[config.mk]
export PLATFORM = sky130hd
export DESIGN_NAME = tsd_sqrt
export DESIGN_NICKNAME = d
export VERILOG_FILES = /design/src/hw/rtl/tsd_sqrt.sv
export SDC_FILE = /design/constraint.sdc
export NUM_CORES = 2
export LEC_CHECK = 0
export BUFFER_PORTS_ARGS = -buffer_cell sky130_fd_sc_hd__buf_4
export CORE_MARGIN = 2
export CORE_UTILIZATION = 40
export DETAILED_ROUTE_END_ITERATION = 6
export HOLD_SLACK_MARGIN = 0.12
export PLACE_DENSITY = 0.54
export SYNTH_ARGS = -nofsm -noshare
export SYNTH_HDL_FRONTEND = slang
export SYNTH_MEMORY_MAX_BITS = 65536
export SYNTH_SLANG_ARGS = --single-unit
[constraint.sdc]
create_clock -name clk -period 4.01 [get_ports clk]
set_clock_uncertainty 0.05 [all_clocks]
set_input_delay 0.401 -clock clk [delete_from_list [all_inputs] [get_ports clk]]
set_output_delay 0.401 -clock clk [all_outputs]
set_load 0.1 [all_outputs]
[src/hw/rtl/tsd_sqrt.sv]
module tsd_sqrt #(
	parameter int RAD_W  = 64,
	parameter int SIDE_W = 1
) (
	input  logic                 clk,
	input  logic                 arst_n,
	input  logic                 in_vld,
	input  logic [RAD_W-1:0]     rad_in,
	input  logic [SIDE_W-1:0]    side_in,
	output logic                 out_vld,
	output logic [RAD_W/2-1:0]   root_out,
	output logic [SIDE_W-1:0]    side_out
);
	localparam int N = RAD_W / 2;

	logic              vld_s  [N];
	logic [RAD_W-1:0]  rad_s  [N];
	logic [N+1:0]      rem_s  [N];
	logic [N-1:0]      root_s [N];
	logic [SIDE_W-1:0] side_s [N];

	// one result bit per stage, restoring digit recurrence
	for (genvar k = 0; k < N; k++) begin : g_stage
		logic              pv;
		logic [RAD_W-1:0]  prad;
		logic [N+1:0]      prem;
		logic [N-1:0]      proot;
		logic [SIDE_W-1:0] pside;
		logic [N+1:0]      cur;
		logic [N+1:0]      trial;
		logic              ge;

		if (k == 0) begin : g_first
			assign pv    = in_vld;
			assign prad  = rad_in;
			assign prem  = '0;
			assign proot = '0;
			assign pside = side_in;
		end else begin : g_next
			assign pv    = vld_s[k-1];
			assign prad  = rad_s[k-1];
			assign prem  = rem_s[k-1];
			assign proot = root_s[k-1];
			assign pside = side_s[k-1];
		end

		assign cur   = {prem[N-1:0], prad[RAD_W-1 -: 2]};
		assign trial = {proot, 2'b01};
		assign ge    = (cur >= trial);

		always_ff @(posedge clk or negedge arst_n) begin
			if (!arst_n) begin
				vld_s[k] <= 1'b0;
			end else begin
				vld_s[k] <= pv;
			end
		end

		always_ff @(posedge clk) begin
			rad_s[k]  <= prad << 2;
			rem_s[k]  <= ge ? cur - trial : cur;
			root_s[k] <= {proot[N-2:0], ge};
			side_s[k] <= pside;
		end
	end

	assign out_vld  = vld_s[N-1];
	assign root_out = root_s[N-1];
	assign side_out = side_s[N-1];

	// floor root leaves a remainder no larger than twice the root
	a_rem_bound: assert property (@(posedge clk) disable iff (!arst_n)
		vld_s[N-1] |-> (rem_s[N-1] <= {1'b0, root_s[N-1], 1'b0}))
		else $error("sqrt remainder out of range");

endmodule

## Yosys cells after proc, flatten, opt, wreduce, memory -nomap -nowiden

Memory sizes are Yosys's and may differ from the RTL's.
Index checks and enable logic that the tools add are counted.

- Add/subtract/negate cells: 32
- Order comparisons: 32
- Mux-type cells: 32

Operators by type and width:

| operator | count |
|---|---|
| $mux W34 | 32 |
| $ge A34 B34 Y1 | 31 |
| $sub A34 B34 Y34 | 31 |
| $sub A2 B1 Y3 const B | 1 |
| $ge A2 B1 Y1 const B | 1 |

- Bits in registers: 32
- Bits in writable memories: 4128
- Input bits: 68
- Output and inout port bits: 34
- Memories kept: 4

Memories:

| memory | depth | width | rd ports | clocked after Yosys merged registers in | write ports | RTL line | text |
|---|---|---|---|---|---|---|---|
| rad_s | 32 | 62 | 31 | 0 | 32 | 17 | `logic [RAD_W-1:0] rad_s [N];` |
| rem_s | 32 | 34 | 31 | 0 | 32 | 18 | `logic [N+1:0] rem_s [N];` |
| root_s | 32 | 32 | 32 | 0 | 32 | 19 | `logic [N-1:0] root_s [N];` |
| side_s | 32 | 1 | 32 | 0 | 32 | 20 | `logic [SIDE_W-1:0] side_s [N];` |

## Longest topological paths before layout

An unclocked memory read counts as a cell.

- Word-level depth: 3
- Gate-level depth with buffers: 14

## Worst setup path after synthesis

OpenSTA, ideal clock, no wires.

- Path type: reg2reg
- Start: memory root_s[27][3] (netlist name)
- End: memory rem_s[1][425] (netlist name)
- Data arrival time: 2.988 ns
- Data required time: 3.839 ns
- Setup slack: 0.851 ns
- Cell stages (with the launch flop): 13
- Cell sequence: dfxtp_1 -> inv_1 -> ha_1 -> nand3_1 -> a2111oi_1 -> nor3_1 -> o21ai_1 -> a21oi_1 -> o31ai_1 -> a2111o_1 -> buf_2 -> buf_4 -> mux2_2

RTL lines:

| item | RTL line |
|---|---|
| start: declaration | 19 |
| end: declaration | 18 |

==> summary.txt <==
Outcome
  • Status: complete, no violations

Timing
  • Slew headroom: 37.1%
  • WHS: 218 ps
  • # setup viols final: 0
  • Worst Tran Pin Value: slightly above 900 ps
  • Slack of the critical path: 405 ps
  • Max Fclk: 277 MHz
  • RSZ-0062 raised after global routing: false
  • Min cycle time layout: 3600 ps
  • Slew Viols, Final: 0
  • Fin. Hold Viols: 0
  • Period utilization: 89.9%
  • TNS Setup: 0 ps

Setup path
  • CP Capture Type: register
  • Critical path peak fanout: 6
  • CP startpoint: root_s[16][1]
  • RR Endpoint: rem_s[1][55]
  • Data arrival time of the worst path: approximately 4400 ps
  • Worst r2r src: root_s[16][1]
  • FF-to-FF path depth: 11
  • Worst stage delay on the critical path: 750 ps
  • Worst path slowest cell: a2111oi_1
  • Worst reg-to-reg setup slack: 410 ps
  • Data required, critical path: between 4000 and 5000 ps
  • Crit-path cells: inv_1 > ha_1 > o21ai_0 > a2bb2oi_1 > a2111oi_1 > o32ai_1 > o21a_1 > o21ai_0 > o21ai_1 > nor4_1 > xor2_1
  • Startpoint types: register
  • Most frequent CP cell: o21ai_0
  • WS Path Type: reg -> reg
  • Worst setup endpoint: rem_s[1][55]

Clock network
  • Root Buffer: clkbuf_16
  • Post-CTS setup buffers: 0
  • CTS tree: done
  • TritonCTS buffer count: roughly 290
  • Htree depth: 5
  • Worst-case clock buffer depth: 4
  • Later-pin clock latency in the skew report: 920 ps
  • Clk sinks: 2529
  • Clock transition at the registers of the reported paths: 60 ps

Route
  • Routed wire length: 194000 um
  • Drt pass-1 iters: 6
  • DR DRC count: 0
  • First DRT Iteration DRCs: around 3.2k
  • Vias: 61.5k
  • DR WL/cell: 15.4 um
  • Antenna violation net count after detailed routing: 0
  • Post-DR vias/cell: 4.89

Logic synthesis
  • Seq cells post-synth: 2529
  • Mapped Area: 91200 um2
  • Predominant post-synthesis flop cell: dfxtp_1
  • Post-Syn Nets: 9538
  • Fraction of registers with async set/reset: 1.27%
  • Synth warnings: 0
  • Sequential share of the synthesized area: 55.7%
  • Avg Inst Size Synth: 10.2 um2
  • Post-synth EDFFs: 0
  • Synth Instances: 8909
  • Yosys cell types: 90

Global routing
  • First-pass GRT wire length: between 300000 and 400000 um
  • All-layer global routing usage: around 17%
  • Total gr overflow: 0
  • Vias in the first global route: 61.1k
  • Largest net degree at the start of global routing: 57
  • Initial antenna violation count: 2

Cells and area
  • Nets: approximately 10k
  • Fin util: 47.0%
  • Share of layout cells above drive strength 1: 8.25%
  • Area growth, synth to finish: 17.1%
  • Most frequent cells in the layout: dfxtp_1 (2497), inv_1 (699), nand2_1 (647)
  • Most common cell after layout, fill and taps aside: dfxtp_1

Placement
  • HPWL reported at the end of detailed placement: between 100000 and 150000 um
  • RePlAce Congestion: ~0.86
  • PortBufs: approximately 100
  • Pre-CTS WS: about 470 ps

Floorplanning
  • Core footprint: 227000 um2
  • Ports: around 100
  • Die height: 481 um
  • Die width: 481 um
  • Initial Util: 40.2%
  • Die ar.: 232000 um2
  • FP Rows: between 150 and 200

Pwr
  • LEAKAGE: 50.0 nW
  • Pwr/cell area: approximately 660 nW/um2
  • Max VDD drop: approximately 0.40 mV

Run
  • Max-cap violations: 0

Worst hold path
  • Hold/Removal Path Class: in -> reg
==> worst max-delay path: cells and delay by family, from the launching register on <==
family                     cells  cell delay [ps]
AOI/OAI and AO/OA              7             2250
and+or+nand+nor                1              340
DFF                            1              320
adders and majority gates      1              320
xor gates and xnor gates       1              190
buffers and inverters          1               40
==> worst min path at each step <==
stage / startpoint / end / slack [ps] / cells after the start
after floorplan: arst_n / g_stage[10].pv / 60 / 0
after global routing: rad_in[63] / rem_s[0][1] / 190 / 3
after CTS: rad_in[63] / rem_s[0][1] / 120 / 3
after global placement: rad_s[1][480] / rad_s[1][544] / 260 / 0
final: rad_in[63] / rem_s[0][1] / 220 / 3
after detailed placement: rad_s[0][170] / rad_s[0][234] / 260 / 0
==> report_power, final <==
part           leakage [nW]  total, mW  internal, mW  switching, mW
clock network          4.71       26.1          16.2           9.92
registers              21.3       32.5          29.3           3.14
logic                  24.1       11.5          5.12           6.36
==> layout make-up <==
type                       count  area [um2]
fill                       21000      120000
sequential                  2529       50800
multi-input combinational   5529       37300
clock buffer                 380        8150
tap                         3009        3760
timing repair buffer         304        2670
inverter                     702        2640
clock inverter               113        1470
antenna                        2        5.00
==> metrics by stage <==
step	cell area (um2)	instances	power, mW
after global routing	107000	12600	73.9
final	107000	12600	70.1
after detailed placement	95800	11900	44.5
after CTS	107000	12600	71.1
after floorplan	91200	8909	40.7
after global placement	95800	11900	44.4
==> synthesized netlist by cell type, types with 94 or more instances <==
cell      instances  area [um2]
nand3_1         127         636
nor3_1          214        1070
ha_1            561        7020
nand2b_1        112         701
dfxtp_1        2497       50000
nor2_1          558        2090
a21oi_1         567        2840
xor2_1          399        3490
inv_1           699        2620
clkbuf_1        124         465
nor4_1          115         719
o21a_1           94         706
xnor2_1         394        3450
o21ai_0         483        2420
a21o_1          236        1770
nand2_1         647        2430
==> per-layer routing <==
metal | up-vias | track usage [%] | routed length (um)
li1 | 31300 | - | -
met1 | 28600 | 20.4 | 85300
met2 | 1149 | 29.2 | 94600
met3 | 421 | 2.66 | 7820
met4 | 0 | 6.06 | 6490
met5 | - | 0 | 0
==> logic make-up (layout without fill, tap and decap cells) <==
logic type | Yosys count | count (layout) | share of synthesized area [%]
multiplexers | 76 | 76 | 0.927
AND/OR/NAND/NOR | 2279 | 2279 | 12.2
buffers and inverters | 851 | 1499 | 3.53
other | 1 | 3 | 0.00411
flip-flops | 2529 | 2529 | 55.7
AO/OA/AOI/OAI | 1819 | 1819 | 12.3
adder cells (fa/ha/maj) | 561 | 561 | 7.70
XOR/XNOR | 793 | 793 | 7.62
==> registers in the layout, indices dropped and copies added, names as in the netlist <==
signal,cells
side_s,32
out_vld,1
g_stage.pv,31
rem_s,945
rad_s,992
root_s,528
==> repair_timing <==
action                                  CTS  global route
resized for setup                         0             1
hold buffers                            137             0
endpoints found under the setup margin    0             1
hold endpoints to repair                 99             0
Note: power is estimated with default switching activity, not from simulation.
